[config.mk]
export PLATFORM = sky130hd
export DESIGN_NAME = chip_select_address_decoder_unit_flat
export DESIGN_NICKNAME = d
export VERILOG_FILES = /design/src/hdl/csd_pkg.sv /design/src/hdl/csd_if.sv /design/src/hdl/chip_select_address_decoder_unit.sv /design/src/flat_wrapper.sv
export SDC_FILE = /design/constraint.sdc
export NUM_CORES = 1
export LEC_CHECK = 0
export ABC_AREA = 1
export BUFFER_PORTS_ARGS = -buffer_cell sky130_fd_sc_hd__buf_2
export CAP_MARGIN = 25
export CORE_MARGIN = 3
export CORE_UTILIZATION = 50
export CTS_CLUSTER_DIAMETER = 200
export DETAILED_ROUTE_END_ITERATION = 10
export GPL_TIMING_DRIVEN = 0
export PLACE_DENSITY = 0.7
export SLEW_MARGIN = 20
export SYNTH_ARGS = -nofsm -noshare
export SYNTH_HDL_FRONTEND = slang
export SYNTH_SLANG_ARGS = --single-unit
[constraint.sdc]
create_clock -name clk -period 3 [get_ports clk]
set_input_delay 0.75 -clock clk [delete_from_list [all_inputs] [get_ports clk]]
set_output_delay 0.75 -clock clk [all_outputs]
set_load 0.05 [all_outputs]
[src/hdl/csd_pkg.sv]
// csd_pkg: types and constants shared by the chip select address decoder
// target and error codes, register indexes, reset values and decode windows
// no dependencies
`default_nettype none

package csd_pkg;

    localparam int unsigned ADDR_W = 24;

    localparam logic [2:0] TGT_CFG    = 3'd0;
    localparam logic [2:0] TGT_PERIPH = 3'd1;
    localparam logic [2:0] TGT_CS0    = 3'd2;
    localparam logic [2:0] TGT_CS3    = 3'd5;
    localparam logic [2:0] TGT_ROM    = 3'd6;
    localparam logic [2:0] TGT_NONE   = 3'd7;

    localparam logic [1:0] ERR_OK            = 2'd0;
    localparam logic [1:0] ERR_UNDECODED     = 2'd1;
    localparam logic [1:0] ERR_BOUNDS        = 2'd2;
    localparam logic [1:0] ERR_PROGRAM_WRITE = 2'd3;

    localparam logic [2:0] CFG_PERIPH_BASE = 3'd0;
    localparam logic [2:0] CFG_SELECT0     = 3'd1;
    localparam logic [2:0] CFG_SELECT1     = 3'd2;
    localparam logic [2:0] CFG_SELECT2     = 3'd3;
    localparam logic [2:0] CFG_SELECT3     = 3'd4;

    localparam logic [11:0] PERIPH_BASE_RESET = 12'hfff;
    localparam logic [31:0] SELECT0_RESET     = 32'hc001_dffd;
    localparam logic [31:0] SELECTN_RESET     = 32'hc000_dffd;

    localparam logic [23:0] CFG_WIN_LO  = 24'h0000f0;
    localparam logic [23:0] CFG_WIN_END = 24'h0000ff;
    localparam logic [23:0] PERIPH_OFF_MASK = 24'h000fff;
    localparam logic [15:0] CS_FIELD_MASK = 16'h1ffc;
    localparam logic [15:0] CS_BANK_MASK  = 16'he000;

    typedef struct packed {
        logic        kind;
        logic [23:0] address;
        logic [2:0]  function_code;
    } req_t;

    typedef struct packed {
        logic [2:0]  target;
        logic [23:0] offset;
        logic [1:0]  error;
    } rsp_t;

endpackage

`default_nettype wire

[src/hdl/csd_if.sv]
// csd interfaces: request, response and configuration write channels
// valid/ready handshake; no dependencies
`default_nettype none

interface csd_req_if;
    logic        valid;
    logic        ready;
    logic        kind;
    logic [23:0] address;
    logic [2:0]  function_code;

    modport source (output valid, kind, address, function_code, input ready);
    modport sink (input valid, kind, address, function_code, output ready);
endinterface

interface csd_rsp_if;
    logic        valid;
    logic        ready;
    logic [2:0]  target;
    logic [23:0] offset;
    logic [1:0]  error;

    modport source (output valid, target, offset, error, input ready);
    modport sink (input valid, target, offset, error, output ready);
endinterface

interface csd_cfg_if;
    logic        valid;
    logic        ready;
    logic [2:0]  index;
    logic [31:0] data;

    modport source (output valid, index, data, input ready);
    modport sink (input valid, index, data, output ready);
endinterface

`default_nettype wire

[src/hdl/chip_select_address_decoder_unit.sv]
// chip_select_address_decoder_unit: decodes one bus request per cycle while the response side keeps up
// uses csd_pkg and the interfaces in csd_if.sv
`default_nettype none

// Each request (kind, address, function code) is decoded in priority order:
// program-space write error, system configuration window 0xF0..0xFE, the 4 KiB
// peripheral block, chip selects 0..3, ROM fallback, else undecoded. A request
// is taken into an input register, decoded by one level of compare logic and
// held in a result register, so the block takes one request per cycle while the
// response side keeps up; a waiting result stops the next request only once the
// input register is full. Configuration writes always complete, as cfg.ready is
// tied high, and must be issued only while the block is idle.
module chip_select_address_decoder_unit #(
    parameter int unsigned ROM_BYTES = 4194304,
    parameter int unsigned RAM_BYTES = 2097152,
    parameter int unsigned CS2_BYTES = 524288,
    parameter int unsigned CS3_BYTES = 262144
) (
    input  wire logic    clk,
    input  wire logic    rst_n,
    csd_cfg_if.sink      cfg,
    csd_req_if.sink      req,
    csd_rsp_if.source    rsp
);

    localparam logic [3:0][24:0] CS_SIZE = {
        25'(CS3_BYTES), 25'(CS2_BYTES), 25'(RAM_BYTES), 25'(ROM_BYTES)
    };
    localparam logic [24:0] ROM_LIMIT = 25'(ROM_BYTES);

    logic [11:0]        periph_base_reg;
    logic [3:0][31:0]   select_reg;

    logic               s1_valid_reg;
    csd_pkg::req_t      s1_reg;
    logic               out_valid_reg;
    csd_pkg::rsp_t      out_reg;

    logic               in_ready;
    logic               out_load;
    csd_pkg::rsp_t      out_next;

    logic [3:0]         cs_hit;
    logic [3:0][23:0]   cs_off;

    // configuration registers
    assign cfg.ready = 1'b1;

    always_ff @(posedge clk or negedge rst_n)
    begin
        if (!rst_n)
        begin
            periph_base_reg <= csd_pkg::PERIPH_BASE_RESET;
            select_reg[0]   <= csd_pkg::SELECT0_RESET;
            select_reg[1]   <= csd_pkg::SELECTN_RESET;
            select_reg[2]   <= csd_pkg::SELECTN_RESET;
            select_reg[3]   <= csd_pkg::SELECTN_RESET;
        end
        else if (cfg.valid)
        begin
            case (cfg.index)
                csd_pkg::CFG_PERIPH_BASE: periph_base_reg <= cfg.data[11:0];
                csd_pkg::CFG_SELECT0:     select_reg[0]   <= cfg.data;
                csd_pkg::CFG_SELECT1:     select_reg[1]   <= cfg.data;
                csd_pkg::CFG_SELECT2:     select_reg[2]   <= cfg.data;
                csd_pkg::CFG_SELECT3:     select_reg[3]   <= cfg.data;
                default: ;
            endcase
        end
    end

    // handshake
    assign out_load  = s1_valid_reg && (!out_valid_reg || rsp.ready);
    assign in_ready  = !s1_valid_reg || out_load;
    assign req.ready = in_ready;

    always_ff @(posedge clk or negedge rst_n)
    begin
        if (!rst_n)
        begin
            s1_valid_reg  <= 1'b0;
            out_valid_reg <= 1'b0;
        end
        else
        begin
            if (req.valid && in_ready)
                s1_valid_reg <= 1'b1;
            else if (out_load)
                s1_valid_reg <= 1'b0;

            if (out_load)
                out_valid_reg <= 1'b1;
            else if (rsp.ready)
                out_valid_reg <= 1'b0;
        end
    end

    always_ff @(posedge clk)
    begin
        if (req.valid && in_ready)
        begin
            s1_reg.kind          <= req.kind;
            s1_reg.address       <= req.address;
            s1_reg.function_code <= req.function_code;
        end
        if (out_load)
            out_reg <= out_next;
    end

    // chip select match
    always_comb
    begin
        logic [15:0] br;
        logic [15:0] opt;
        logic [12:0] base;
        logic [12:0] mask;
        for (int i = 0; i < 4; i++)
        begin
            br   = select_reg[i][31:16];
            opt  = select_reg[i][15:0];
            base = br[12:0] & csd_pkg::CS_FIELD_MASK[12:0];
            mask = opt[12:0] & csd_pkg::CS_FIELD_MASK[12:0];
            cs_hit[i] = br[0]
                && !(opt[0] && ((br & csd_pkg::CS_BANK_MASK) == 16'h0000))
                && ((s1_reg.address[23:11] & mask) == (base & mask));
            cs_off[i] = s1_reg.address & ~{base, 11'd0};
        end
    end

    // priority decode
    always_comb
    begin
        out_next.target = csd_pkg::TGT_NONE;
        out_next.offset = '0;
        out_next.error  = csd_pkg::ERR_UNDECODED;
        if (s1_reg.kind && s1_reg.function_code[1])
        begin
            out_next.error = csd_pkg::ERR_PROGRAM_WRITE;
        end
        else if (s1_reg.address >= csd_pkg::CFG_WIN_LO
                 && s1_reg.address < csd_pkg::CFG_WIN_END)
        begin
            out_next.target = csd_pkg::TGT_CFG;
            out_next.offset = s1_reg.address;
            out_next.error  = csd_pkg::ERR_OK;
        end
        else if (s1_reg.address[23:12] == periph_base_reg)
        begin
            out_next.target = csd_pkg::TGT_PERIPH;
            out_next.offset = s1_reg.address & csd_pkg::PERIPH_OFF_MASK;
            out_next.error  = csd_pkg::ERR_OK;
        end
        else if (cs_hit != 4'b0000)
        begin
            for (int i = 3; i >= 0; i--)
            begin
                if (cs_hit[i])
                begin
                    out_next.target = csd_pkg::TGT_CS0 + 3'(i);
                    out_next.offset = cs_off[i];
                    out_next.error  = ({1'b0, cs_off[i]} >= CS_SIZE[i])
                                      ? csd_pkg::ERR_BOUNDS : csd_pkg::ERR_OK;
                end
            end
        end
        else if ({1'b0, s1_reg.address} < ROM_LIMIT)
        begin
            out_next.target = csd_pkg::TGT_ROM;
            out_next.offset = s1_reg.address;
            out_next.error  = csd_pkg::ERR_OK;
        end
    end

    assign rsp.valid  = out_valid_reg;
    assign rsp.target = out_reg.target;
    assign rsp.offset = out_reg.offset;
    assign rsp.error  = out_reg.error;

    a_prog_write: assert property (@(posedge clk) disable iff (!rst_n)
        rsp.valid && rsp.error == csd_pkg::ERR_PROGRAM_WRITE
        |-> rsp.target == csd_pkg::TGT_NONE && rsp.offset == 24'd0)
        else $error("program write result not target none");

    a_undecoded: assert property (@(posedge clk) disable iff (!rst_n)
        rsp.valid && rsp.error == csd_pkg::ERR_UNDECODED
        |-> rsp.target == csd_pkg::TGT_NONE && rsp.offset == 24'd0)
        else $error("undecoded result carries a target");

    a_bounds: assert property (@(posedge clk) disable iff (!rst_n)
        rsp.valid && rsp.error == csd_pkg::ERR_BOUNDS
        |-> rsp.target >= csd_pkg::TGT_CS0 && rsp.target <= csd_pkg::TGT_CS3)
        else $error("bounds error outside chip selects");

    a_periph_off: assert property (@(posedge clk) disable iff (!rst_n)
        rsp.valid && rsp.target == csd_pkg::TGT_PERIPH |-> rsp.offset[23:12] == 12'd0)
        else $error("peripheral offset beyond 4 KiB");

endmodule

`default_nettype wire
[src/flat_wrapper.sv]
// flat-port wrapper written by rule: the top's interface ports become plain ports
module chip_select_address_decoder_unit_flat 
#(
    parameter int unsigned ROM_BYTES = 4194304,
    parameter int unsigned RAM_BYTES = 2097152,
    parameter int unsigned CS2_BYTES = 524288,
    parameter int unsigned CS3_BYTES = 262144
)
  (clk, rst_n, cfg_valid, cfg_index, cfg_data, cfg_ready, req_valid, req_kind, req_address, req_function_code, req_ready, rsp_valid, rsp_target, rsp_offset, rsp_error, rsp_ready);
  csd_cfg_if cfg_i ();
  csd_req_if req_i ();
  csd_rsp_if rsp_i ();
  input  wire logic clk;
  input  wire logic rst_n;
  input wire logic [$bits(cfg_i.valid)-1:0] cfg_valid;
  input wire logic [$bits(cfg_i.index)-1:0] cfg_index;
  input wire logic [$bits(cfg_i.data)-1:0] cfg_data;
  output wire logic [$bits(cfg_i.ready)-1:0] cfg_ready;
  input wire logic [$bits(req_i.valid)-1:0] req_valid;
  input wire logic [$bits(req_i.kind)-1:0] req_kind;
  input wire logic [$bits(req_i.address)-1:0] req_address;
  input wire logic [$bits(req_i.function_code)-1:0] req_function_code;
  output wire logic [$bits(req_i.ready)-1:0] req_ready;
  output wire logic [$bits(rsp_i.valid)-1:0] rsp_valid;
  output wire logic [$bits(rsp_i.target)-1:0] rsp_target;
  output wire logic [$bits(rsp_i.offset)-1:0] rsp_offset;
  output wire logic [$bits(rsp_i.error)-1:0] rsp_error;
  input wire logic [$bits(rsp_i.ready)-1:0] rsp_ready;
  assign cfg_i.valid = cfg_valid;
  assign cfg_i.index = cfg_index;
  assign cfg_i.data = cfg_data;
  assign cfg_ready = cfg_i.ready;
  assign req_i.valid = req_valid;
  assign req_i.kind = req_kind;
  assign req_i.address = req_address;
  assign req_i.function_code = req_function_code;
  assign req_ready = req_i.ready;
  assign rsp_valid = rsp_i.valid;
  assign rsp_target = rsp_i.target;
  assign rsp_offset = rsp_i.offset;
  assign rsp_error = rsp_i.error;
  assign rsp_i.ready = rsp_ready;
  chip_select_address_decoder_unit #(.ROM_BYTES(ROM_BYTES), .RAM_BYTES(RAM_BYTES), .CS2_BYTES(CS2_BYTES), .CS3_BYTES(CS3_BYTES)) u_core (.clk(clk), .rst_n(rst_n), .cfg(cfg_i), .req(req_i), .rsp(rsp_i));
endmodule
==> metrics.txt, run 1 <==
max reg flops 108; slowest CP cell edfxtp_1; fin crit share 0.801; initial antenna violation count 1; initial DRC count 614; port bufs 92; CTS root buf clkbuf_16; Yosys warnings 0; register area share after synthesis 0.543; Area contributors post-synth dfstp_2, edfxtp_1, nand2_1; critical-path maximum fanout 10; Setup CP Type register to register; leading area contributor after synthesis dfstp_2; global route overflow 0; most frequent CP cell nand2_1; status finished clean; post-CTS setup buffers 0; instance count on the critical path 14; most frequent cells in the layout nand2_1, inv_1, o21ai_0; Slew HR 0.341; vias in the first global route 6938; starting density of the core 0.521; Routed WL per cell approximately 17 um; routed vias 7421; critical path launch point type register; CTS max path bufs 2; fmax 416 MHz; Final min period 2.40 ns; Chip Height ~140 um; post-synth top area share 0.205; Hold Buf Count CTS 0; worst slew pin tran 0.987 ns; NumNets Final 1271; count of unique library cells instantiated by Yosys 34; CP Data Required Time 3.18 ns; synthesized area 0.00883 mm2; clk_lat worst skew 0.44 ns; Final Util 0.603; unrepaired setup endpoints after global routing false; worst vdd ir 447 uV; final setup vio count 0; drc violations 0; I/O pin count 100; Final Hold Fails 0; routability congestion estimate 0.963; Core ar. 0.0169 mm2; CTS Buf Count 17; placed standard-cell area roughly 0.0096 mm2; # fillers between 1500 and 2000; CTS tree yes; CP max stage delay 0.38 ns; Clock transition at path regs 0.07 ns; total track usage 0.256; Synth Register Bits 177; crit-path cells buf_6 -> nand2_1 -> nand2_1 -> nand2_1 -> nand2_1 -> nor2_1 -> nand3_2 -> buf_2 -> o21ai_0 -> inv_1 -> nand2_1 -> nand2_1 -> nand2_1 -> nor2_1; Bufs and invs on worst path 3; DIE AREA 0.0193 mm2; ant diodes 0; drt pass-1 iters 5; Post-Syn Nets 1158; Final WS setup approximately 0.60 ns; worst reg2reg path depth 14; CP arrival approximately 2.6 ns; Cells after Synth 1090; maxcap violations 0; post-cts sizing count 0; share of layout cells above drive strength 1 0.206; Slew Viols, Final 0; largest net degree at the start of global routing 79; first-pass GRT wire length between 30000 and 40000 um; static leakage 5.07 nW; die width 139 um; mean area per synthesized cell around 8 um2; TritonCTS sink count 177; pre-CTS setup slack 0.673 ns; Design Area, Final 0.0102 mm2; Area growth syn-to-layout 15.7%; DR vias/cell 5.17; # rows 47; cell family with most CP delay simple AND/OR/NAND/NOR gates; crit end category register; Layout Skew ~0.0094 ns; dpl hpwl 18000 um; final wirelength 24300 um; H-tree levels 4; post-route ant nets 0; PwrDens roughly 720 mW/mm2; most common cell after layout, fill and taps aside nand2_1; worst hold path type input port to async pin
final timing paths:
path | from | endpoint | slack [ns]
max | u_core.s1_reg[23] | u_core.rsp.offset[17] | 0.60
min | rst_n | u_core.select_reg[125] | 0.23
max reg2reg | u_core.s1_reg[23] | u_core.rsp.offset[17] | 0.60
min reg2reg | u_core.select_reg[127] | u_core.select_reg[127] | 0.49
max in group asynchronous | rst_n | u_core.select_reg[42] | 2.00
min in group clk | req_address[2] | u_core.s1_reg[5] | 0.48
cell usage after synthesis:
cell,n
nand2_1,398
inv_1,146
o21ai_0,137
dfstp_2,69
nor2_1,67
edfxtp_1,55
dfrtp_1,53
nand3_1,47
clkbuf_1,22
xnor2_1,12
buf_6,11
nand4_1,11
nor2_2,11
inv_4,6
inv_2,5
a21oi_1,4
buf_2,4
buf_4,4
nand3b_1,4
nand2_2,3
nand2_4,3
nand3_2,3
clkinv_1,2
nor3_1,2
nor4_1,2
conb_1,1
mux2_2,1
nand3_4,1
nor2_4,1
nor2_8,1
o21a_1,1
o21ai_2,1
o21ai_4,1
o22ai_1,1
routing by layer:
layer  global-route usage  vias up  share of wire
li1                     -     3635              -
met3               0.0552       46          0.077
met4               0.0963        2          0.032
met5                    0        -        0.00058
met1                0.350     3446           0.44
met2                0.405      292           0.45
stage by stage:
| step | power (mW) | TNS (ns) | hold WS [ns] | std cells |
|---|---|---|---|---|
| floorplan | 4.64 | 0 | 0.447 | 1090 |
| global placement | 5.13 | -21.88 | 0.457 | 1402 |
| detailed placement | 5.20 | 0 | 0.478 | 1404 |
| CTS | 7.41 | 0 | 0.246 | 1436 |
| global route | 7.80 | 0 | 0.257 | 1436 |
| finish | 7.40 | 0 | 0.233 | 1436 |
cell families (layout without fill, tap and decap cells):
family,Yosys count,in the layout,share of synthesized area
muxes,1,1,0.00128
AOI/OAI and AO/OA,145,145,0.0844
and+or+nand+nor,554,554,0.261
buffers and inverters,200,326,0.0984
DFF,177,177,0.543
xor gates and xnor gates,12,12,0.0119
other,1,1,0.000425
final cells by class:
class                           instances  area [um2]  area share
Multi-Input combinational cell        713        3180       0.311
Clock inverter                         14         151      0.0148
Timing Repair Buffer                   94         522      0.0511
Clock buffer                           18         429      0.0420
Sequential cell                       177        4790       0.469
Buffer                                 41         256      0.0251
Inverter                              159         612      0.0599
Tap cell                              220         275      0.0269
where the power goes:
group | switching, mW | leakage [nW] | total, mW | internal (mW)
registers | 0.259 | 1.92 | 3.32 | 3.06
clock network | 0.991 | 0.269 | 2.23 | 1.24
logic | 1.26 | 2.88 | 1.85 | 0.593
total | 2.51 | 5.07 | 7.40 | 4.89
Power figures use the tool's default switching activity.
==> run 2: changes to the inputs <==
Settings changed: PLACE_DENSITY 0.7 to 0.73.
Clock period 3 ns to 2.1 ns, I/O delays scaled along.
==> run 2 against run 1 <==
Effect of this change: the run now ends with setup timing left; first-iteration DRC count rose by 22%; clock power rose by 44%; combinational power rose by 70%; non-clock buffer count rose by 26; final cell count rose by 1.8%; fmax rose by 12%; utilization rose by 3.9 points; clock skew rose by 0.0029 ns; die area did not move; largest cell class unchanged.
==> metrics.txt, run 2 (synthesis results as in run 1) <==
Slew Viols, Final 0; Final min period 2.14 ns; Design Area, Final between 0.01 and 0.015 mm2; vias in the first global route 7080; NumNets Final 1297; status finished with violations; pre-CTS setup slack -0.209 ns; dpl hpwl about 18000 um; fin crit share 1.02; most frequent cells in the layout nand2_1, inv_1, o21ai_0; drc violations 0; crit end category register; Final Hold Fails 0; initial antenna violation count 0; DR vias/cell approximately 5.2; ant diodes 0; violated checks setup timing; Area growth syn-to-layout 23.3%; placed standard-cell area 0.00962 mm2; TritonCTS sink count 177; CTS tree yes; H-tree levels 4; clk_lat worst skew 0.44 ns; port bufs 92; post-route ant nets 0; max reg flops 108; starting density of the core 0.521; unrepaired setup endpoints after global routing true; global route overflow 0; worst slew pin tran 0.839 ns; routability congestion estimate between 0.9 and 1; CTS root buf clkbuf_16; worst vdd ir 676 uV; Final WS setup -0.0372 ns; I/O pin count 100; Clock transition at path regs about 0.060 ns; fmax about 470 MHz; routed vias 7626; die width 139 um; maxcap violations 0; largest net degree at the start of global routing 79; Slew HR 0.439; Routed WL per cell 17.5 um; reg2reg start u_core.select_reg[57]; Pwr Total 11.1 mW; Chip Height 139 um; CTS max path bufs 2; worst hold path type input port to async pin; Core ar. roughly 0.017 mm2; first-pass GRT wire length 38800 um; CP arrival between 2 and 2.5 ns; PwrDens 1020 mW/mm2; initial DRC count 749; worst reg2reg path depth 12; CTS Buf Count 17; final setup vio count 7; critical path launch point type register; share of layout cells above drive strength 1 0.288; drt pass-1 iters 6; crit path from u_core.select_reg[57]; final wirelength 25600 um; Final Util 0.642; CP Data Required Time between 2 and 2.5 ns; total track usage 0.262; Setup CP Type register to register; static leakage 5.31 nW; critical-path maximum fanout 10; # rows 47; DIE AREA about 0.019 mm2; most common cell after layout, fill and taps aside nand2_1; Layout Skew 0.0123 ns
run 2: cell count changes in the layout (fill, tap and decap cells not counted), moves of 12 or more:
cell and delta:
nand2_2 +37, nor2_2 +12, buf_4 +20, nor2_1 -20
nand2_1 -47
run 2: final cells by class:
cell class	instances	area, um2
Clock buffer	20	479
Multi-Input combinational cell	713	3530
Tap cell	220	275
Clock inverter	12	115
Inverter	159	652
Timing Repair Buffer	120	731
Sequential cell	177	4790
Fill cell	1460	6060
Buffer	41	302
run 2: critical path, stage by stage, from the launching register on:
cell and delay [ns]:
dfrtp_1 0.49, inv_1 0.16, nand2_8 0.10, nand2_4 0.07, nand2_2 0.06, nand2_2 0.06, nor2_4 0.17, nand3_4 0.17
buf_4 0.22, o21ai_0 0.15, inv_1 0.07, a21oi_2 0.13, nor2_1 0.05
run 2: power by group:
group          switching, mW  total [mW]  internal, mW
clock network           1.42        3.22          1.80
logic                   2.04        3.14          1.10
registers              0.395        4.77          4.38
total                   3.85        11.1          7.28
run 2: through the flow:
| stage | hold WS [ns] | std cells | TNS (ns) |
|---|---|---|---|
| 3_5_place_dp | 0.475 | 1403 | -3.41 |
| 4_1_cts | 0.0269 | 1450 | 0 |
| 2_1_floorplan | 0.229 | 1090 | 0 |
| 3_3_place_gp | 0.466 | 1402 | -78.79 |
| 6_report | 0.0228 | 1462 | -0.0797 |
| 5_1_grt | 0.0440 | 1462 | -1.81 |
run 2: path summary, 6_finish.rpt:
kind	end	slack, ns
worst max-delay path	u_core.rsp.offset[20]	-0.04
worst max register to register	u_core.rsp.offset[20]	-0.04
worst min-delay path	u_core.select_reg[80]	0.02
worst min register to register	u_core.select_reg[125]	0.49
min in group clk	u_core.s1_reg[12]	0.26
max in group asynchronous	u_core.select_reg[2]	1.32
run 2: routing by layer:
layer | global-route usage | part of all wire | vias up
met3 | 0.0531 | 0.080 | 44
met1 | 0.360 | 0.42 | 3563
met5 | 0 | 0 | -
met2 | 0.419 | 0.47 | 333
li1 | - | - | 3686
met4 | 0.0886 | 0.027 | 0
run 2: what timing repair did:
| item | CTS | global route |
|---|---|---|
| hold buffers | 0 | 0 |
| cloned | 2 | 1 |
| setup buffers | 13 | 11 |
| gates resized for setup | 48 | 99 |
| pin swaps | 16 | 32 |
| endpoints found under the setup margin | 27 | 27 |
